==> config.mk <==
export PLATFORM = sky130hd
export DESIGN_NAME = byte_stuffed_frame_builder
export DESIGN_NICKNAME = d
export VERILOG_FILES = /design/src/hdl/bsfb_pkg.sv /design/src/hdl/byte_stuffed_frame_builder.sv /design/src/hdl/bsfb_expand.sv /design/src/hdl/bsfb_emit.sv
export SDC_FILE = /design/constraint.sdc
export NUM_CORES = 1
export LEC_CHECK = 0
export ABC_AREA = 1
export BUFFER_PORTS_ARGS = -buffer_cell sky130_fd_sc_hd__buf_4
export CAP_MARGIN = 20
export CELL_PAD_IN_SITES_DETAIL_PLACEMENT = 1
export CELL_PAD_IN_SITES_GLOBAL_PLACEMENT = 2
export CORE_ASPECT_RATIO = 1.75
export CORE_MARGIN = 4
export CORE_UTILIZATION = 34
export DETAILED_ROUTE_END_ITERATION = 16
export PLACE_DENSITY = 0.88
export SLEW_MARGIN = 20
export SYNTH_ARGS = -nofsm -noshare
export SYNTH_HDL_FRONTEND = slang
export SYNTH_SLANG_ARGS = --single-unit
==> constraint.sdc <==
create_clock -name clk -period 3.2 [get_ports clk]
set_input_delay 0.64 -clock clk [delete_from_list [all_inputs] [get_ports clk]]
set_output_delay 0.64 -clock clk [all_outputs]
set_load 0.02 [all_outputs]
==> src/hdl/bsfb_pkg.sv <==
`default_nettype none

package bsfb_pkg;

  localparam int NUM_SLOTS  = 9;
  localparam int SLOT_CLOSE = 8;
  localparam int CFG_IDX_W  = 3;

  // register indexes of the configuration port
  localparam logic [CFG_IDX_W-1:0] CFG_FLAG     = 3'd0;
  localparam logic [CFG_IDX_W-1:0] CFG_ADDRESS  = 3'd1;
  localparam logic [CFG_IDX_W-1:0] CFG_ESCAPE   = 3'd2;
  localparam logic [CFG_IDX_W-1:0] CFG_ESC_FLAG = 3'd3;
  localparam logic [CFG_IDX_W-1:0] CFG_ESC_ESC  = 3'd4;
  localparam logic [CFG_IDX_W-1:0] CFG_CTRL_0   = 3'd5;
  localparam logic [CFG_IDX_W-1:0] CFG_CTRL_1   = 3'd6;

  typedef struct packed {
    logic [7:0] data_byte;
    logic       first_byte;
    logic       last_byte;
    logic       seq_bit;
  } in_word_t;

  typedef struct packed {
    logic [7:0] out_byte;
    logic       run_last;
    logic       frame_end;
  } out_word_t;

  typedef struct packed {
    logic [7:0] flag_byte;
    logic [7:0] address_byte;
    logic [7:0] escape_byte;
    logic [7:0] escaped_flag_byte;
    logic [7:0] escaped_escape_byte;
    logic [7:0] control_seq_zero;
    logic [7:0] control_seq_one;
  } cfg_t;

  localparam cfg_t CFG_RESET = '{
    flag_byte:           8'd126,
    address_byte:        8'd3,
    escape_byte:         8'd125,
    escaped_flag_byte:   8'd94,
    escaped_escape_byte: 8'd93,
    control_seq_zero:    8'd0,
    control_seq_one:     8'd64
  };

  // fixed slots: flag, address, control, header check, data (2), check (2), closing flag
  typedef struct packed {
    logic [NUM_SLOTS-1:0]       mask;
    logic [NUM_SLOTS-1:0][7:0]  bytes;
  } slot_set_t;

  typedef struct packed {
    logic [7:0] b0;
    logic [7:0] b1;
    logic       two;
  } stuffed_t;

  function automatic stuffed_t stuff_byte(input logic [7:0] value, input cfg_t cfg);
    stuffed_t s;
    s.b0  = value;
    s.b1  = 8'd0;
    s.two = 1'b0;
    if (value == cfg.flag_byte) begin
      s.b0  = cfg.escape_byte;
      s.b1  = cfg.escaped_flag_byte;
      s.two = 1'b1;
    end else if (value == cfg.escape_byte) begin
      s.b0  = cfg.escape_byte;
      s.b1  = cfg.escaped_escape_byte;
      s.two = 1'b1;
    end
    return s;
  endfunction

endpackage

`default_nettype wire

==> src/hdl/byte_stuffed_frame_builder.sv <==
`default_nettype none

// Byte-stuffing frame builder: each input word carries one raw payload byte,
// marked first/last, plus the sequence bit. The first byte of a frame emits
// flag, address, control and header check ahead of it; payload bytes equal to
// flag or escape go out as escape plus a substitute; after the last byte the
// stuffed XOR check and a closing flag follow. Bytes outside a frame produce
// nothing. One line byte leaves per cycle from the output register unless
// out_ready stalls it; a word makes at most nine line bytes, and a byte
// outside a frame passes as an empty slot set. The next word moves on in the
// cycle the final line byte of the previous one enters the output register.
// Plain mid-frame bytes sustain one word per cycle unless out_ready stalls.
// Words pass input, slot and output registers in turn. Config registers are
// written on cfg_we; write them only while the block is idle.
module byte_stuffed_frame_builder (
  input  wire                              clk,
  input  wire                              rst_n,
  input  wire                              in_valid,
  output logic                             in_ready,
  input  bsfb_pkg::in_word_t               in_word,
  output logic                             out_valid,
  input  wire                              out_ready,
  output bsfb_pkg::out_word_t              out_word,
  input  wire                              cfg_we,
  input  wire [bsfb_pkg::CFG_IDX_W-1:0]    cfg_index,
  input  wire [7:0]                        cfg_wdata
);
  import bsfb_pkg::*;

  cfg_t      cfg_r, cfg_nxt;
  logic      slot_valid;
  logic      slot_ready;
  slot_set_t slot_set;

  always_comb begin
    cfg_nxt = cfg_r;
    if (cfg_we) begin
      unique case (cfg_index)
        CFG_FLAG:     cfg_nxt.flag_byte           = cfg_wdata;
        CFG_ADDRESS:  cfg_nxt.address_byte        = cfg_wdata;
        CFG_ESCAPE:   cfg_nxt.escape_byte         = cfg_wdata;
        CFG_ESC_FLAG: cfg_nxt.escaped_flag_byte   = cfg_wdata;
        CFG_ESC_ESC:  cfg_nxt.escaped_escape_byte = cfg_wdata;
        CFG_CTRL_0:   cfg_nxt.control_seq_zero    = cfg_wdata;
        CFG_CTRL_1:   cfg_nxt.control_seq_one     = cfg_wdata;
        default:      cfg_nxt = cfg_r;
      endcase
    end
  end

  always_ff @(posedge clk) begin
    if (!rst_n) begin
      cfg_r <= CFG_RESET;
    end else begin
      cfg_r <= cfg_nxt;
    end
  end

  bsfb_expand u_expand (
    .clk        (clk),
    .rst_n      (rst_n),
    .in_valid   (in_valid),
    .in_ready   (in_ready),
    .in_word    (in_word),
    .cfg        (cfg_r),
    .slot_valid (slot_valid),
    .slot_ready (slot_ready),
    .slot_set   (slot_set)
  );

  bsfb_emit u_emit (
    .clk        (clk),
    .rst_n      (rst_n),
    .slot_valid (slot_valid),
    .slot_ready (slot_ready),
    .slot_set   (slot_set),
    .out_valid  (out_valid),
    .out_ready  (out_ready),
    .out_word   (out_word)
  );

endmodule

`default_nettype wire

==> src/hdl/bsfb_expand.sv <==
`default_nettype none

module bsfb_expand (
  input  wire                   clk,
  input  wire                   rst_n,
  input  wire                   in_valid,
  output logic                  in_ready,
  input  bsfb_pkg::in_word_t    in_word,
  input  bsfb_pkg::cfg_t        cfg,
  output logic                  slot_valid,
  input  wire                   slot_ready,
  output bsfb_pkg::slot_set_t   slot_set
);
  import bsfb_pkg::*;

  logic       in_valid_r, in_valid_nxt;
  in_word_t   in_word_r;
  logic [7:0] check_r, check_nxt;
  logic       open_r, open_nxt;

  logic       take;
  logic       active;
  logic [7:0] control;
  logic [7:0] check_new;
  stuffed_t   st_data, st_check;

  assign take     = in_valid_r && slot_ready;
  assign in_ready = !in_valid_r || slot_ready;

  always_comb begin
    active    = in_word_r.first_byte || open_r;
    control   = in_word_r.seq_bit ? cfg.control_seq_one : cfg.control_seq_zero;
    check_new = in_word_r.first_byte ? in_word_r.data_byte
                                     : (check_r ^ in_word_r.data_byte);
    st_data   = stuff_byte(in_word_r.data_byte, cfg);
    st_check  = stuff_byte(check_new, cfg);

    slot_set.bytes[0] = cfg.flag_byte;
    slot_set.bytes[1] = cfg.address_byte;
    slot_set.bytes[2] = control;
    slot_set.bytes[3] = cfg.address_byte ^ control;
    slot_set.bytes[4] = st_data.b0;
    slot_set.bytes[5] = st_data.b1;
    slot_set.bytes[6] = st_check.b0;
    slot_set.bytes[7] = st_check.b1;
    slot_set.bytes[8] = cfg.flag_byte;

    slot_set.mask[3:0] = {4{in_word_r.first_byte}};
    slot_set.mask[4]   = active;
    slot_set.mask[5]   = active && st_data.two;
    slot_set.mask[6]   = active && in_word_r.last_byte;
    slot_set.mask[7]   = active && in_word_r.last_byte && st_check.two;
    slot_set.mask[8]   = active && in_word_r.last_byte;

    // a byte outside any frame still passes, but with an empty slot set
    slot_valid = in_valid_r;

    in_valid_nxt = in_ready ? in_valid : in_valid_r;
    check_nxt    = check_r;
    open_nxt     = open_r;
    if (take && active) begin
      check_nxt = check_new;
      open_nxt  = !in_word_r.last_byte;
    end
  end

  always_ff @(posedge clk) begin
    if (!rst_n) begin
      in_valid_r <= 1'b0;
      check_r    <= 8'd0;
      open_r     <= 1'b0;
    end else begin
      in_valid_r <= in_valid_nxt;
      check_r    <= check_nxt;
      open_r     <= open_nxt;
    end
  end

  always_ff @(posedge clk) begin
    if (in_ready && in_valid) begin
      in_word_r <= in_word;
    end
  end

  a_last_closes: assert property (@(posedge clk) disable iff (!rst_n)
    take && active && in_word_r.last_byte |=> !open_r)
    else $error("frame still open after last byte");

  a_first_opens: assert property (@(posedge clk) disable iff (!rst_n)
    take && in_word_r.first_byte && !in_word_r.last_byte |=> open_r)
    else $error("frame not open after first byte");

  a_word_held: assert property (@(posedge clk) disable iff (!rst_n)
    in_valid_r && !slot_ready |=> in_valid_r)
    else $error("held word dropped while the emitter was busy");

endmodule

`default_nettype wire

==> src/hdl/bsfb_emit.sv <==
`default_nettype none

module bsfb_emit (
  input  wire                   clk,
  input  wire                   rst_n,
  input  wire                   slot_valid,
  output logic                  slot_ready,
  input  bsfb_pkg::slot_set_t   slot_set,
  output logic                  out_valid,
  input  wire                   out_ready,
  output bsfb_pkg::out_word_t   out_word
);
  import bsfb_pkg::*;

  logic [NUM_SLOTS-1:0]      mask_r, mask_nxt;
  logic [NUM_SLOTS-1:0][7:0] bytes_r;
  logic                      out_valid_r, out_valid_nxt;
  out_word_t                 out_word_r, out_word_nxt;

  logic                      out_adv;
  logic [NUM_SLOTS-1:0]      low;
  logic [NUM_SLOTS-1:0]      mask_after;
  logic                      load;

  assign out_adv    = !out_valid_r || out_ready;
  assign slot_ready = (mask_after == '0);
  assign load       = slot_valid && slot_ready;
  assign out_valid  = out_valid_r;
  assign out_word   = out_word_r;

  always_comb begin
    // lowest pending slot goes out next
    low        = mask_r & (~mask_r + 1'b1);
    mask_after = out_adv ? (mask_r & ~low) : mask_r;

    out_word_nxt.out_byte = 8'd0;
    for (int i = 0; i < NUM_SLOTS; i++) begin
      out_word_nxt.out_byte = out_word_nxt.out_byte | (bytes_r[i] & {8{low[i]}});
    end
    out_word_nxt.run_last  = ((mask_r & ~low) == '0);
    out_word_nxt.frame_end = low[SLOT_CLOSE];

    out_valid_nxt = out_valid_r;
    if (out_adv) begin
      out_valid_nxt = (mask_r != '0);
    end
    mask_nxt = load ? slot_set.mask : mask_after;
  end

  always_ff @(posedge clk) begin
    if (!rst_n) begin
      mask_r      <= '0;
      out_valid_r <= 1'b0;
    end else begin
      mask_r      <= mask_nxt;
      out_valid_r <= out_valid_nxt;
    end
  end

  always_ff @(posedge clk) begin
    if (load) begin
      bytes_r <= slot_set.bytes;
    end
    if (out_adv) begin
      out_word_r <= out_word_nxt;
    end
  end

  a_close_is_last: assert property (@(posedge clk) disable iff (!rst_n)
    out_valid_r && out_word_r.frame_end |-> out_word_r.run_last)
    else $error("closing flag not marked as last word of its input");

  a_run_continues: assert property (@(posedge clk) disable iff (!rst_n)
    out_valid_r && out_ready && !out_word_r.run_last |=> out_valid_r)
    else $error("gap inside the words of one input");

  a_pending_bytes: assert property (@(posedge clk) disable iff (!rst_n)
    out_valid_r && !out_word_r.run_last |-> mask_r != '0)
    else $error("word not marked last but no slot pending");

endmodule

`default_nettype wire

==> results.txt <==
Among all flip-flop cells after synthesis, the most frequent one is sky130_fd_sc_hd__edfxtp_1. The congestion estimate from routability-driven global placement came to 0.7915. The tools report the cell area after layout as 8627 um^2. For the estimated wirelength of the detail-placed design, the log shows 16.10 mm.

Hold timing on the final database bottoms out at a slack of 372.1 ps. For the worst setup path, the data required time is 2560 ps. The area added between synthesis and finish came out at 18.09%. The floorplan step set the die width to 118.8 um. Setup total negative slack on the finished layout was measured at 0 ps.

Number of nets in the finished design: 947. In this run the power spent charging and discharging nets is 1.335 mW. Setup repair after global routing left no endpoint under its margin. Internal power comes to 3.900 mW. The data arrival time of the critical path is 2240 ps, and the number of synthesis warnings is 0. The relative contribution of sequential cells to total power was 0.455; the total global-route track usage was 0.1816.

The number of global-route vias before repair is 6308. Worst setup path startpoint: u_emit.mask_r[0]. Dividing the detail-routed wire length by the instance count gives 17.93 um.

The setup slack of the most critical reg-to-reg path is 840 ps, and the buffer depth of the longest clock path is 2. For the share of the core filled with cells, the log shows 0.4104. The path class of the tightest hold or removal check is primary input to register. The buffer cell driving the clock tree root is sky130_fd_sc_hd__clkbuf_16. The first TritonRoute pass finished after 4 iterations. After detailed routing, the number of remaining DRC violations is 0.

For this design the static power due to leakage is 3.817 nW. The ratio of cells with drive above 1 in the final layout came out at 0.1168. Setup violations remaining at the end of the flow were counted as 0.

The library cell occupying the most area in the post-synthesis netlist is sky130_fd_sc_hd__edfxtp_1. Entering global routing, the biggest net connects 65 pins. The net switching share of the total power is 0.2550.

The measured slew at the worst slew-check pin was 873.4 ps; the clock network fraction of total power was 0.444. The total die area was 23990 um^2; the largest vdd supply drop was 376.3 uV. The hold violation count in the final report came out at 0. The number of antenna violations at the first check in global routing is 0, and the number of top-level design ports is 39. Counting the buffers created by CTS gives 17. TritonCTS built the clock tree. For the number of pins exceeding their max-slew limit in the final report, the log shows 0. Worst flop-to-flop path endpoint: u_emit.bytes_r[36]. The total detailed-routing wirelength is 21.25 mm, and the top-area cell type share of the netlist area is 0.3494.

In this run the cell area measured after placement is 7964 um^2. Number of register bits inferred by synthesis: 161. The net count after synthesis was 894; the proportion of power drawn by combinational gates was 0.101. After the flow finishes, the layout carries non-filler instances totaling 1185.

After clock tree synthesis, the clock-pin slew on the worst setup and hold paths is 70 ps. The antenna diode count was 0; the die height was 201.9 um. The critical path capture point was in_ready.

The region available for standard cell placement spans 21020 um^2. Mean cell area of the mapped netlist: 8.426 um^2. By area the synthesized netlist is led by sky130_fd_sc_hd__edfxtp_1 (35%), sky130_fd_sc_hd__dfxtp_1 (21%), sky130_fd_sc_hd__nand2_1 (12%). The tools report the effective utilization at floorplan as 0.3476. The run gives 0.4156 as the normalized max-slew margin. The largest fanout on the critical path is 12. The number of enable-type register cells in the synthesized netlist was 85. STA classifies the critical path startpoint as a register. The maximum achievable frequency was 346.8 MHz; the row count was 70. STA classifies the critical path endpoint as a primary output.

Subtracting the final worst setup slack from the clock period gives 2884 ps. The startpoint identified for the worst register-to-register timing path is u_expand.in_word_r[9]. The fraction of registers with async set/reset was 0; the cell count of the worst reg-to-reg path was 9.

The source-to-sink clock delay at the later pin of the worst-skew pair is 440 ps, and the per-cell via count in the routed design is 5.086. The number of cells after detailed placement was 1153; the instance count of the mapped netlist was 867. The antenna violation net count after detailed routing is 0, and the setup clock skew after layout is 10.21 ps.

The flow ran to the end, and the final reports show no timing, DRC or antenna violations. The count of input and output buffers is 38, and the total congestion overflow after global routing is 0. After synthesis, the netlist uses 37 different library cells.

The first global-routing pass estimated 33.57 mm of wire. The sequential-to-total area share from yosys stat came out at 0.5576. The tools report the worst hold path startpoint as in_word[4].

The number of H-tree branching levels is 4. The type of the worst setup path is register to primary output. The count of max-cap constraint violations is 0, and the total power per unit cell area is 606.9 nW/um^2. The post-synth design cell area was 7306 um^2; the number of DRC markers after the initial detailed-route iteration was 310. The final clock period utilization by the worst path was 0.9011. The via count of the routed design is 6027, and the clock net sink count is 161.
==> cell usage in the layout (no fill, tap or decap), types with 2 or more instances in the layout <==
master / n
sky130_fd_sc_hd__bufinv_16: 5
sky130_fd_sc_hd__o211ai_1: 16
sky130_fd_sc_hd__dfxtp_1: 76
sky130_fd_sc_hd__nor2_1: 80
sky130_fd_sc_hd__o21ai_0: 79
sky130_fd_sc_hd__xor2_1: 16
sky130_fd_sc_hd__nor2_2: 2
sky130_fd_sc_hd__nand2_1: 239
sky130_fd_sc_hd__nor3_1: 2
sky130_fd_sc_hd__nor2_4: 3
sky130_fd_sc_hd__and2_1: 4
sky130_fd_sc_hd__inv_2: 5
sky130_fd_sc_hd__a22o_1: 2
sky130_fd_sc_hd__a21oi_1: 36
sky130_fd_sc_hd__a221oi_1: 7
sky130_fd_sc_hd__nand3_2: 4
sky130_fd_sc_hd__inv_1: 106
sky130_fd_sc_hd__o31ai_1: 4
sky130_fd_sc_hd__nand4_1: 11
sky130_fd_sc_hd__nand3_1: 50
sky130_fd_sc_hd__buf_4: 53
sky130_fd_sc_hd__a22oi_1: 3
sky130_fd_sc_hd__clkinv_1: 3
sky130_fd_sc_hd__inv_8: 2
sky130_fd_sc_hd__edfxtp_1: 85
sky130_fd_sc_hd__inv_6: 7
sky130_fd_sc_hd__o21ai_1: 2
sky130_fd_sc_hd__buf_12: 2
sky130_fd_sc_hd__clkbuf_16: 17
sky130_fd_sc_hd__nand2_2: 5
==> worst min path at each step <==
stage / to / depth (start not counted)
CTS: u_expand.in_word_r[9] / 1
detailed placement: cfg_r[12] / 2
global route: u_expand.in_word_r[3] / 1
floorplan: u_expand.open_r / 2
global placement: cfg_r[10] / 2
finish: u_expand.in_word_r[4] / 1
==> synthesized netlist by cell type (3+ instances only) <==
library cell,n
sky130_fd_sc_hd__nand3_2,4
sky130_fd_sc_hd__xor2_1,16
sky130_fd_sc_hd__nand2_2,5
sky130_fd_sc_hd__buf_2,3
sky130_fd_sc_hd__a22oi_1,3
sky130_fd_sc_hd__o31ai_1,4
sky130_fd_sc_hd__inv_1,107
sky130_fd_sc_hd__inv_2,4
sky130_fd_sc_hd__o21ai_0,80
sky130_fd_sc_hd__a221oi_1,7
sky130_fd_sc_hd__o211ai_1,16
sky130_fd_sc_hd__nand2_1,239
sky130_fd_sc_hd__nand3_1,50
sky130_fd_sc_hd__dfxtp_1,76
sky130_fd_sc_hd__clkbuf_1,14
sky130_fd_sc_hd__nand4_1,11
sky130_fd_sc_hd__edfxtp_1,85
sky130_fd_sc_hd__and2_1,4
sky130_fd_sc_hd__nor2_1,80
sky130_fd_sc_hd__a21oi_1,36
sky130_fd_sc_hd__nor2_4,3
==> layer usage <==
| metal | GRT usage | routed length [um] |
|---|---|---|
| met4 | 0.09076 | 848 |
| met2 | 0.3455 | 11740 |
| met5 | 0 | 0 |
| met3 | 0.02436 | 337 |
| met1 | 0.1929 | 8329 |
==> critical path, stage by stage, from the launching register on <==
cell	delay [ps]
sky130_fd_sc_hd__dfxtp_1	450
sky130_fd_sc_hd__nor2_4	280
sky130_fd_sc_hd__nand3_2	130
sky130_fd_sc_hd__nand2_1	110
sky130_fd_sc_hd__nand2_1	60
sky130_fd_sc_hd__nor2_1	170
sky130_fd_sc_hd__nand2_2	100
sky130_fd_sc_hd__o21ai_1	290
sky130_fd_sc_hd__buf_4	210
==> flip-flops by register name, indices dropped and copies added, names as in the netlist <==
name / count
cfg_r: 56
u_emit.bytes_r: 64
u_emit.mask_r: 9
u_emit.out_valid: 1
u_emit.out_word: 10
u_expand.check_r: 8
u_expand.in_word_r: 10
u_expand.open_r: 1
u_expand.slot_set: 1
u_expand.slot_valid: 1
==> power groups by stage <==
stage	sequential [mW]	clock (mW)	combinational [mW]
finish	2.38	2.32	0.531
global route	2.40	2.44	0.593
CTS	2.38	2.36	0.538
detailed placement	2.43	0	0.535
global placement	2.42	0	0.522
floorplan	2.44	0	0.292
==> cell type report <==
class / count / area (um^2)
clock buffer: 17 / 425.4
clock inverter: 15 / 237.7
fill: 2540 / 12390
inverter: 114 / 429.2
multi-input combinational: 571 / 2708
sequential: 161 / 4074
tap: 252 / 315.3
timing repair buffer: 55 / 437.9
==> cells by family (layout without fill, tap and decap cells) <==
family          count (synthesis)  in the layout  share of synthesized area
xor+xnor                       16             16                    0.01918
buf+inv                       135            201                    0.07176
simple gates                  403            403                     0.2334
flops                         161            161                     0.5576
compound gates                152            152                     0.1180
==> stage by stage <==
step | worst slack (ps) | total power [mW]
global placement | 429.0 | 2.945
global route | 122.4 | 5.432
CTS | 149.8 | 5.282
finish | 316.4 | 5.236
detailed placement | 403.1 | 2.962
floorplan | 113.8 | 2.731
==> what timing repair did <==
item / CTS / global route
buffers inserted: 0 / 0
resized for setup: 0 / 1
endpoints found under the setup margin: 0 / 1
hold buffers: 0 / 0
Note: power is estimated with default switching activity, not from simulation.
